### src/rtl/btkn_pkg.sv
// Shared types and constants for the bounded top-k nearest list.
package btkn_pkg;

  localparam int unsigned LIMIT_W = 3;

  // Power-up keep limit.
  localparam logic [LIMIT_W-1:0] KEEP_LIMIT_RESET = 3'd3;

  // Item commands.
  localparam logic CMD_INSERT = 1'b0;
  localparam logic CMD_CLEAR  = 1'b1;

  // Controller to datapath.
  typedef struct packed {
    logic load;   // take the input transaction and update the list
  } btkn_cmd_t;

endpackage

### src/rtl/btkn_if.sv
// Valid/ready channel interfaces for the list's input and result transactions.
interface btkn_in_if #(
  parameter int KEY_BITS = 25,
  parameter int ID_BITS  = 16
);
  logic                valid;
  logic                ready;
  logic                command;
  logic [KEY_BITS-1:0] distance_key;
  logic [ID_BITS-1:0]  entry_id;

  modport source (output valid, command, distance_key, entry_id, input ready);
  modport sink   (input valid, command, distance_key, entry_id, output ready);
endinterface

interface btkn_out_if #(
  parameter int KEY_BITS = 25,
  parameter int ID_BITS  = 16,
  parameter int CNT_W    = 3
);
  logic                valid;
  logic                ready;
  logic                accepted;
  logic                dropped_valid;
  logic [ID_BITS-1:0]  dropped_id;
  logic [KEY_BITS-1:0] dropped_key;
  logic [CNT_W-1:0]    entry_count;
  logic                best_valid;
  logic [ID_BITS-1:0]  best_id;
  logic [KEY_BITS-1:0] best_key;

  modport source (output valid, accepted, dropped_valid, dropped_id, dropped_key,
                  entry_count, best_valid, best_id, best_key, input ready);
  modport sink   (input valid, accepted, dropped_valid, dropped_id, dropped_key,
                  entry_count, best_valid, best_id, best_key, output ready);
endinterface

### src/rtl/btkn_ctrl.sv
// Handshake controller: tracks the result register and issues load commands.
module btkn_ctrl (
  input  logic               clk,
  input  logic               rst_n,
  input  logic               in_valid,
  output logic               in_ready,
  output logic               out_valid,
  input  logic               out_ready,
  output btkn_pkg::btkn_cmd_t cmd
);

  localparam logic ST_IDLE = 1'b0;  // result register empty
  localparam logic ST_HOLD = 1'b1;  // result waiting for the sink

  logic state_r;
  logic state_nxt;

  assign in_ready  = (state_r == ST_IDLE) || out_ready;
  assign out_valid = (state_r == ST_HOLD);
  assign cmd.load  = in_valid && in_ready;

  always_comb begin
    state_nxt = state_r;
    unique case (state_r)
      ST_IDLE: begin
        if (in_valid) state_nxt = ST_HOLD;
      end
      ST_HOLD: begin
        if (out_ready && !in_valid) state_nxt = ST_IDLE;
      end
      default: state_nxt = ST_IDLE;
    endcase
  end

  always_ff @(posedge clk) begin
    if (!rst_n) begin
      state_r <= ST_IDLE;
    end else begin
      state_r <= state_nxt;
    end
  end

  // never overwrite a result the sink has not taken
  a_no_overwrite: assert property (@(posedge clk) disable iff (!rst_n)
    !(cmd.load && out_valid && !out_ready))
    else $error("result overwritten while stalled");

  // a load always leaves a result pending
  a_load_gives_result: assert property (@(posedge clk) disable iff (!rst_n)
    cmd.load |=> out_valid)
    else $error("load without result");

  // a stalled result stays offered
  a_stall_holds: assert property (@(posedge clk) disable iff (!rst_n)
    (out_valid && !out_ready) |=> out_valid)
    else $error("result dropped while stalled");

endmodule

### src/rtl/btkn_dpath.sv
// Datapath: sorted slot registers, parallel compare/shift, result register.
module btkn_dpath #(
  parameter int MAX_KEEP = 4,
  parameter int KEY_BITS = 25,
  parameter int ID_BITS  = 16,
  parameter int CNT_W    = 3
) (
  input  logic                             clk,
  input  logic                             rst_n,
  input  btkn_pkg::btkn_cmd_t              cmd,
  input  logic                             in_command,
  input  logic [KEY_BITS-1:0]              in_key,
  input  logic [ID_BITS-1:0]               in_id,
  input  logic                             cfg_wr_en,
  input  logic [btkn_pkg::LIMIT_W-1:0]     cfg_wr_data,
  output logic                             out_accepted,
  output logic                             out_dropped_valid,
  output logic [ID_BITS-1:0]               out_dropped_id,
  output logic [KEY_BITS-1:0]              out_dropped_key,
  output logic [CNT_W-1:0]                 out_entry_count,
  output logic                             out_best_valid,
  output logic [ID_BITS-1:0]               out_best_id,
  output logic [KEY_BITS-1:0]              out_best_key
);

  localparam int IDX_W = (MAX_KEEP > 1) ? $clog2(MAX_KEEP) : 1;

  logic [KEY_BITS-1:0]          keys_r [MAX_KEEP];
  logic [ID_BITS-1:0]           ids_r  [MAX_KEEP];
  logic [KEY_BITS-1:0]          keys_nxt [MAX_KEEP];
  logic [ID_BITS-1:0]           ids_nxt  [MAX_KEEP];
  logic [CNT_W-1:0]             count_r, count_nxt;
  logic [btkn_pkg::LIMIT_W-1:0] limit_r;

  logic [CNT_W-1:0]    lim;
  logic [CNT_W-1:0]    last_cnt;
  logic [IDX_W-1:0]    last_idx;
  logic [MAX_KEEP-1:0] lt;
  logic                any_lt, full, is_insert, accept;
  logic                drop_v;
  logic [ID_BITS-1:0]  drop_id;
  logic [KEY_BITS-1:0] drop_key;

  // effective limit: zero acts as one, saturate at storage depth
  always_comb begin
    if (limit_r == '0) begin
      lim = CNT_W'(1);
    end else if (32'(limit_r) > MAX_KEEP) begin
      lim = CNT_W'(MAX_KEEP);
    end else begin
      lim = CNT_W'(limit_r);
    end
  end

  assign last_cnt  = count_r - CNT_W'(1);
  assign last_idx  = last_cnt[IDX_W-1:0];
  assign full      = (count_r >= lim);
  assign is_insert = (in_command == btkn_pkg::CMD_INSERT);

  always_comb begin
    for (int j = 0; j < MAX_KEEP; j++) begin
      lt[j] = (CNT_W'(j) < count_r) && (in_key < keys_r[j]);
    end
  end
  assign any_lt = |lt;
  assign accept = is_insert && (any_lt || !full);

  // slot update: keys are sorted, so lt is a run of ones at the tail
  always_comb begin
    for (int j = 0; j < MAX_KEEP; j++) begin
      keys_nxt[j] = keys_r[j];
      ids_nxt[j]  = ids_r[j];
      if (is_insert) begin
        if (j > 0 && lt[j-1]) begin
          keys_nxt[j] = keys_r[j-1];
          ids_nxt[j]  = ids_r[j-1];
        end else if (lt[j]) begin
          keys_nxt[j] = in_key;
          ids_nxt[j]  = in_id;
        end else if (CNT_W'(j) == count_r && !any_lt && !full) begin
          keys_nxt[j] = in_key;
          ids_nxt[j]  = in_id;
        end
      end
    end
  end

  always_comb begin
    drop_v   = 1'b0;
    drop_id  = '0;
    drop_key = '0;
    if (is_insert && full) begin
      drop_v = 1'b1;
      if (any_lt) begin
        drop_id  = ids_r[last_idx];
        drop_key = keys_r[last_idx];
      end else begin
        drop_id  = in_id;
        drop_key = in_key;
      end
    end
  end

  always_comb begin
    if (!is_insert) begin
      count_nxt = '0;
    end else if (accept && !full) begin
      count_nxt = count_r + CNT_W'(1);
    end else begin
      count_nxt = count_r;
    end
  end

  always_ff @(posedge clk) begin
    if (!rst_n) begin
      count_r <= '0;
      limit_r <= btkn_pkg::KEEP_LIMIT_RESET;
    end else begin
      if (cfg_wr_en) limit_r <= cfg_wr_data;
      if (cmd.load)  count_r <= count_nxt;
    end
  end

  always_ff @(posedge clk) begin
    if (cmd.load) begin
      for (int j = 0; j < MAX_KEEP; j++) begin
        keys_r[j] <= keys_nxt[j];
        ids_r[j]  <= ids_nxt[j];
      end
      out_accepted      <= accept;
      out_dropped_valid <= drop_v;
      out_dropped_id    <= drop_id;
      out_dropped_key   <= drop_key;
      out_entry_count   <= count_nxt;
      out_best_valid    <= (count_nxt != '0);
      out_best_id       <= (count_nxt != '0) ? ids_nxt[0]  : '0;
      out_best_key      <= (count_nxt != '0) ? keys_nxt[0] : '0;
    end
  end

  a_count_bound: assert property (@(posedge clk) disable iff (!rst_n)
    32'(count_r) <= MAX_KEEP)
    else $error("entry count beyond storage");

  a_clear_empties: assert property (@(posedge clk) disable iff (!rst_n)
    (cmd.load && !is_insert) |=> (count_r == '0))
    else $error("clear left entries");

  a_accept_xor_drop_new: assert property (@(posedge clk) disable iff (!rst_n)
    (cmd.load && is_insert) |-> (accept || drop_v))
    else $error("insert neither kept nor refused");

  for (genvar g = 1; g < MAX_KEEP; g++) begin : g_sorted
    a_sorted: assert property (@(posedge clk) disable iff (!rst_n)
      (CNT_W'(g) < count_r) |-> (keys_r[g-1] <= keys_r[g]))
      else $error("held keys out of order");
  end

endmodule

### src/rtl/bounded_top_k_nearest_list.sv
// Top level of the bounded top-k nearest list.
//
// Keeps up to keep_limit (1..MAX_KEEP) entries sorted by ascending distance key.
// in_ch carries one transaction per item: command (insert or clear), the
// distance key and the entry id. Equal keys stay in arrival order; a full list
// evicts its last entry, or refuses the new one when it would land last.
// out_ch returns exactly one result transaction per input transaction: accepted
// flag, evicted/refused entry, count after the step and the current best entry.
// Latency: the result is valid the cycle after the input transaction.
// Throughput: one item per cycle while the sink takes each result, set by the
// parallel compare and shift across all slots; the result register lets a new
// transaction enter in the same cycle the sink takes the previous result.
// Stall: while a result waits and out_ch.ready is low, in_ch.ready is low.
// cfg_wr_en/cfg_wr_data write keep_limit; write it only while idle.
// Reset (synchronous, rst_n low): list empty, no result pending, keep_limit 3.
module bounded_top_k_nearest_list #(
  parameter int MAX_KEEP = 4,
  parameter int KEY_BITS = 25,
  parameter int ID_BITS  = 16
) (
  input  logic                         clk,
  input  logic                         rst_n,
  btkn_in_if.sink                      in_ch,
  btkn_out_if.source                   out_ch,
  input  logic                         cfg_wr_en,
  input  logic [btkn_pkg::LIMIT_W-1:0] cfg_wr_data
);

  // count width covers 0..MAX_KEEP; out_ch is built with the same value
  localparam int CNT_W = $clog2(MAX_KEEP + 1);

  btkn_pkg::btkn_cmd_t cmd;

  // handshake side: in_ready / out_valid and the load strobe
  btkn_ctrl u_ctrl (
    .clk       (clk),
    .rst_n     (rst_n),
    .in_valid  (in_ch.valid),
    .in_ready  (in_ch.ready),
    .out_valid (out_ch.valid),
    .out_ready (out_ch.ready),
    .cmd       (cmd)
  );

  // slots, limit register and the registered result payload
  btkn_dpath #(
    .MAX_KEEP (MAX_KEEP),
    .KEY_BITS (KEY_BITS),
    .ID_BITS  (ID_BITS),
    .CNT_W    (CNT_W)
  ) u_dpath (
    .clk               (clk),
    .rst_n             (rst_n),
    .cmd               (cmd),
    .in_command        (in_ch.command),
    .in_key            (in_ch.distance_key),
    .in_id             (in_ch.entry_id),
    .cfg_wr_en         (cfg_wr_en),
    .cfg_wr_data       (cfg_wr_data),
    .out_accepted      (out_ch.accepted),
    .out_dropped_valid (out_ch.dropped_valid),
    .out_dropped_id    (out_ch.dropped_id),
    .out_dropped_key   (out_ch.dropped_key),
    .out_entry_count   (out_ch.entry_count),
    .out_best_valid    (out_ch.best_valid),
    .out_best_id       (out_ch.best_id),
    .out_best_key      (out_ch.best_key)
  );

endmodule

### src/flat_wrapper.sv
// flat-port wrapper written by rule: the top's interface ports become plain ports
module bounded_top_k_nearest_list_flat 
#(
  parameter int MAX_KEEP = 4,
  parameter int KEY_BITS = 25,
  parameter int ID_BITS  = 16
)
  (clk, rst_n, cfg_wr_en, cfg_wr_data, in_ch_valid, in_ch_command, in_ch_distance_key, in_ch_entry_id, in_ch_ready, out_ch_valid, out_ch_accepted, out_ch_dropped_valid, out_ch_dropped_id, out_ch_dropped_key, out_ch_entry_count, out_ch_best_valid, out_ch_best_id, out_ch_best_key, out_ch_ready);
  btkn_in_if #(.KEY_BITS(KEY_BITS), .ID_BITS(ID_BITS)) in_ch_i ();
  btkn_out_if #(.KEY_BITS(KEY_BITS), .ID_BITS(ID_BITS)) out_ch_i ();
  input  logic clk;
  input  logic rst_n;
  input  logic cfg_wr_en;
  input  logic [btkn_pkg::LIMIT_W-1:0] cfg_wr_data;
  input wire logic [$bits(in_ch_i.valid)-1:0] in_ch_valid;
  input wire logic [$bits(in_ch_i.command)-1:0] in_ch_command;
  input wire logic [$bits(in_ch_i.distance_key)-1:0] in_ch_distance_key;
  input wire logic [$bits(in_ch_i.entry_id)-1:0] in_ch_entry_id;
  output wire logic [$bits(in_ch_i.ready)-1:0] in_ch_ready;
  output wire logic [$bits(out_ch_i.valid)-1:0] out_ch_valid;
  output wire logic [$bits(out_ch_i.accepted)-1:0] out_ch_accepted;
  output wire logic [$bits(out_ch_i.dropped_valid)-1:0] out_ch_dropped_valid;
  output wire logic [$bits(out_ch_i.dropped_id)-1:0] out_ch_dropped_id;
  output wire logic [$bits(out_ch_i.dropped_key)-1:0] out_ch_dropped_key;
  output wire logic [$bits(out_ch_i.entry_count)-1:0] out_ch_entry_count;
  output wire logic [$bits(out_ch_i.best_valid)-1:0] out_ch_best_valid;
  output wire logic [$bits(out_ch_i.best_id)-1:0] out_ch_best_id;
  output wire logic [$bits(out_ch_i.best_key)-1:0] out_ch_best_key;
  input wire logic [$bits(out_ch_i.ready)-1:0] out_ch_ready;
  assign in_ch_i.valid = in_ch_valid;
  assign in_ch_i.command = in_ch_command;
  assign in_ch_i.distance_key = in_ch_distance_key;
  assign in_ch_i.entry_id = in_ch_entry_id;
  assign in_ch_ready = in_ch_i.ready;
  assign out_ch_valid = out_ch_i.valid;
  assign out_ch_accepted = out_ch_i.accepted;
  assign out_ch_dropped_valid = out_ch_i.dropped_valid;
  assign out_ch_dropped_id = out_ch_i.dropped_id;
  assign out_ch_dropped_key = out_ch_i.dropped_key;
  assign out_ch_entry_count = out_ch_i.entry_count;
  assign out_ch_best_valid = out_ch_i.best_valid;
  assign out_ch_best_id = out_ch_i.best_id;
  assign out_ch_best_key = out_ch_i.best_key;
  assign out_ch_i.ready = out_ch_ready;
  bounded_top_k_nearest_list #(.MAX_KEEP(MAX_KEEP), .KEY_BITS(KEY_BITS), .ID_BITS(ID_BITS)) u_core (.clk(clk), .rst_n(rst_n), .in_ch(in_ch_i), .out_ch(out_ch_i), .cfg_wr_en(cfg_wr_en), .cfg_wr_data(cfg_wr_data));
endmodule
### config.mk
export PLATFORM = sky130hd
export DESIGN_NAME = bounded_top_k_nearest_list_flat
export DESIGN_NICKNAME = d
export VERILOG_FILES = /design/src/rtl/btkn_pkg.sv /design/src/rtl/btkn_if.sv /design/src/rtl/btkn_ctrl.sv /design/src/rtl/btkn_dpath.sv /design/src/rtl/bounded_top_k_nearest_list.sv /design/src/flat_wrapper.sv
export SDC_FILE = /design/constraint.sdc
export NUM_CORES = 1
export LEC_CHECK = 0
export ABC_AREA = 0
export BUFFER_PORTS_ARGS = -buffer_cell sky130_fd_sc_hd__clkbuf_2
export CORE_AREA = 4 4 165 167
export CTS_BUF_LIST = sky130_fd_sc_hd__clkbuf_4
export DETAILED_ROUTE_END_ITERATION = 10
export DIE_AREA = 0 0 169 171
export PLACE_DENSITY = 0.74
export SYNTH_ARGS = -nofsm -noshare
export SYNTH_HDL_FRONTEND = slang
export SYNTH_SLANG_ARGS = --single-unit
### constraint.sdc
create_clock -name clk -period 6.1 [get_ports clk]
set_clock_uncertainty 0.2 [all_clocks]
set_input_delay 1.22 -clock clk [delete_from_list [all_inputs] [get_ports clk]]
set_output_delay 1.22 -clock clk [all_outputs]
set_load 0.1 [all_outputs]
==> summary.md <==
| Metric | Value |
|---|---|
| Startpoint Class | primary input |
| Final setup TNS | 0 ns |
| CP max stage cell | buf_4 |
| Number of DRC markers in iteration 0 | around 750 |
| CP Class | primary input to flop |
| Initial antenna violation count | 2 |
| LEAKAGE | around 0.0071 µW |
| Reg2reg start | u_core.u_dpath.keys_r[1][16]$_DFFE_PP_ |
| Power density over the cells | around 290 mW/mm² |
| Final wirelength | approximately 35000 µm |
| First-pass GRT wire length | 54870 µm |
| Largest net degree at the start of global routing | 95 |
| Async set-reset flop share out of synthesis | 0% |
| Avg WL per Cell | around 21 µm |
| Area grow syn2layout | 13.38% |
| Post-synth top cells | 252 x edfxtp_1, 137 x nor2_1, 105 x inv_1, 102 x ha_1, 100 x mux2_2 |
| Minimum clock period | 4.767 ns |
| Starting Density | 57.54% |
| Routability congestion estimate | between 0.8 and 0.9 |
| Post-route ant nets | 0 |
| Register-to-register setup slack | ~1.7 ns |
| Worst Hold Endpoint | u_core.u_dpath.limit_r[0]$_SDFFE_PN1P_ |
| H-tree levels | 3 |
| Top_reg_cell synth | edfxtp_1 |
| Simple-Gate Fraction of Synth Area | 6.988% |
| VDD IR max | roughly 0.17 mV |
| Count leader, synth | edfxtp_1 |
| Highest clock rate | roughly 210 MHz |
| FF-to-FF End | u_core.u_dpath.keys_r[0][19]$_DFFE_PP_ |
| Mapped cell area | 0.01483 mm² |
| CP Depth | 11 |
| Worst EP required | 6.27 ns |
| Rows | 59 |
| Die Wd | 169 µm |
| Grt ovf | 0 |
| Final cell count without fillers | ~1700 |
| Clock insertion delay at the later pin of the skew report | around 0.67 ns |
| Clk buf depth | 3 |
| Slew Limit Fails | 0 |
| Status | completed |
| Worst slew pin tran | roughly 1.1 ns |
| Clock sinks | around 260 |
| Synth Area in Compound Gates | between 7 and 8% |
| Synthesis Warnings | 0 |
| Synthesized instance count | roughly 1200 |
| Buffers on Ports | between 100 and 150 |
| Number of nets in the layout | 1479 |
| Final period util | roughly four fifths |
| Die ar. | between 0.02 and 0.03 mm² |
| Ports | 140 |
| Mux cell area share after synthesis | roughly a fifth |
| Post-synthesis sequential area ratio | 51.99% |
| Xor and xnor area share after synthesis | 0.1182% |
| Post-DP HPWL | 22380 µm |
| Root buffer cell | clkbuf_4 |
| Worst path bufs/invs | 2 |
| Yosys reg bits | about 260 |
| Crit-path cells | clkbuf_2 > ha_1 > nand4_1 > nor4_1 > nand2_1 > a21oi_1 > a211oi_4 > o31ai_4 > nor2b_4 > buf_4 > mux2_4 |
| Highest net fanout along the worst path | 29 |
| Hold crit path type | flop to flop |
| DR vias | around 10000 |
| Startpoint of the worst hold path | u_core.u_dpath.limit_r[0]$_SDFFE_PN1P_ |
| Top cell family by delay on the critical path | simple AND/OR/NAND/NOR gates |
| Synth top area cells | edfxtp_1 51%, ha_1 8.6%, mux2_2 7.6% |
| Placed cells | approximately 1600 |
| Hold depth | 2 |
| Post-synthesis adder-cell area fraction | under 10% |
| Top cell type's share of synthesized area | roughly 50% |
| Main combinational cell family by area after synthesis | multiplexers |
| Vias in the first global route | between 10000 and 15000 |
| Max-cap violations | 0 |
| Synth unique cells | 45 |
| Crit. End Element | flop |
| CTS tree | built |
| Leading area contributor after synthesis | edfxtp_1 |
| Die height | around 170 µm |
| CP max stage delay | between 0.6 and 0.7 ns |
| Reg2reg path depth | 11 |
| Dpl cell area | 0.01590 mm² |
| Slew HR | 24.82% |
| Post-Syn Nets | between 1000 and 1500 |
| Resize count post-CTS | 0 |
| Final instance area | approximately 0.017 mm² |
| DRC errors left | 0 |
| DR pass1 iterations | 7 |
| Core area | approximately 0.026 mm² |
| Via-per-instance ratio | between 5 and 6 |
| Setup violators final | 0 |
| Critical path arrival | between 4 and 5 ns |
| Clock transition at path regs | approximately 0.060 ns |
| Number of enable flip-flop cells after synthesis | approximately 250 |
| All-Layer GR Usage | approximately 24% |
| Post-CTS setup buffer count | 0 |
| Hold Vio Cnt, Final | 0 |
| Post-Syn Area per Cell | between 10 and 15 µm² |
| Number of buffers created by CTS | 69 |
| Layout cells sized above 1 | ~34% |
| RSZ-0062 raised after global routing | false |
| CTS Hold Buffers Added | 0 |
registers in the layout, indices dropped and copies added (netlist names):
| register | cells |
|---|---|
| u_core.u_ctrl.out_valid | 1 |
| u_core.u_dpath.out_dropped_key | 25 |
| u_core.u_dpath.out_dropped_valid | 1 |
| u_core.u_dpath.out_dropped_id | 16 |
| u_core.u_dpath.count_r | 3 |
| u_core.u_dpath.limit_r | 3 |
| u_core.u_dpath.out_best_valid | 1 |
| u_core.u_dpath.out_best_id | 16 |
| u_core.u_dpath.out_entry_count | 3 |
| u_core.u_dpath.out_best_key | 25 |
| u_core.u_dpath.ids_r | 64 |
| u_core.u_dpath.out_accepted | 1 |
| u_core.u_dpath.keys_r | 100 |
worst reg2reg max path: cells and delay by family (launching register included):
family / cells / cell delay (ns)
AOI/OAI and AO/OA: 3 / 0.64
adders and majority gates: 1 / 0.31
buffers and inverters: 2 / 0.72
DFF: 1 / 0.38
muxes: 1 / 0.38
and+or+nand+nor: 4 / 1.46
metrics by stage:
stage               setup slack [ns]  hold slack, ns  util, %  power (µW)
floorplan                     0.3853          0.2560        -        3069
global placement              0.8541          0.2735    61.73        3296
detailed placement            0.7559          0.2855    61.73        3319
CTS                            1.406          0.2976    65.23        4903
global route                   1.195          0.3254    65.24        5076
finish                         1.333          0.2891    65.24        4858
layout make-up:
class                           instances  area, µm²
Inverter                              105      399.1
Multi-Input combinational cell        734       6536
Clock buffer                          104      780.7
Clock inverter                         17      121.4
Tap cell                              335      419.2
Antenna cell                            1      2.502
Timing Repair Buffer                  158      838.3
Sequential cell                       259       7711
Fill cell                            1934       8955
how the worst max path moves through the flow:
stage / start / endpoint / slack [ns]
2_1_floorplan: in_ch_distance_key[23] / u_core.u_dpath.ids_r[2][0]$_DFFE_PP_ / 0.39
3_3_place_gp: in_ch_distance_key[23] / u_core.u_dpath.keys_r[2][23]$_DFFE_PP_ / 0.85
3_5_place_dp: in_ch_distance_key[23] / u_core.u_dpath.ids_r[0][8]$_DFFE_PP_ / 0.76
4_1_cts: in_ch_distance_key[23] / u_core.u_dpath.keys_r[0][18]$_DFFE_PP_ / 1.41
5_1_grt: in_ch_distance_key[23] / u_core.u_dpath.keys_r[2][20]$_DFFE_PP_ / 1.19
6_report: in_ch_distance_key[23] / u_core.u_dpath.keys_r[0][19]$_DFFE_PP_ / 1.33
kinds of logic after synthesis:
group | count (synthesis)
AOI/OAI and AO/OA | 163
xor gates and xnor gates | 2
adders and majority gates | 102
buffers and inverters | 164
DFF | 259
muxes | 225
and+or+nand+nor | 242
report_power, final:
part           switching (µW)  total, µW  internal (µW)  leakage, µW
Combinational             817       1130            318      0.00414
Clock                     711       1570            863     0.000534
Sequential               57.7       2150           2090      0.00245
Total                    1590       4860           3270      0.00712
per-layer routing:
layer | wire [µm] | global-route usage (%) | vias up
li1 | - | - | 4716
met1 | 14520 | 31.03 | 5038
met2 | 17670 | 41.01 | 356
met3 | 2227 | 4.829 | 80
met4 | 884 | 9.135 | 2
met5 | 20 | 0 | -
cell usage in the layout (no fill, tap or decap), types with 19 or more instances in the layout:
| cell | n |
|---|---|
| o21ai_0 | 37 |
| clkbuf_2 | 139 |
| a211oi_1 | 46 |
| edfxtp_1 | 252 |
| inv_1 | 104 |
| a21oi_1 | 43 |
| nand2_1 | 51 |
| mux2i_1 | 44 |
| mux4_2 | 41 |
| mux2_4 | 40 |
| buf_4 | 19 |
| mux2_2 | 100 |
| ha_1 | 101 |
| nor2_1 | 136 |
| clkbuf_4 | 104 |
No activity file was read; power rests on OpenSTA's default activity.
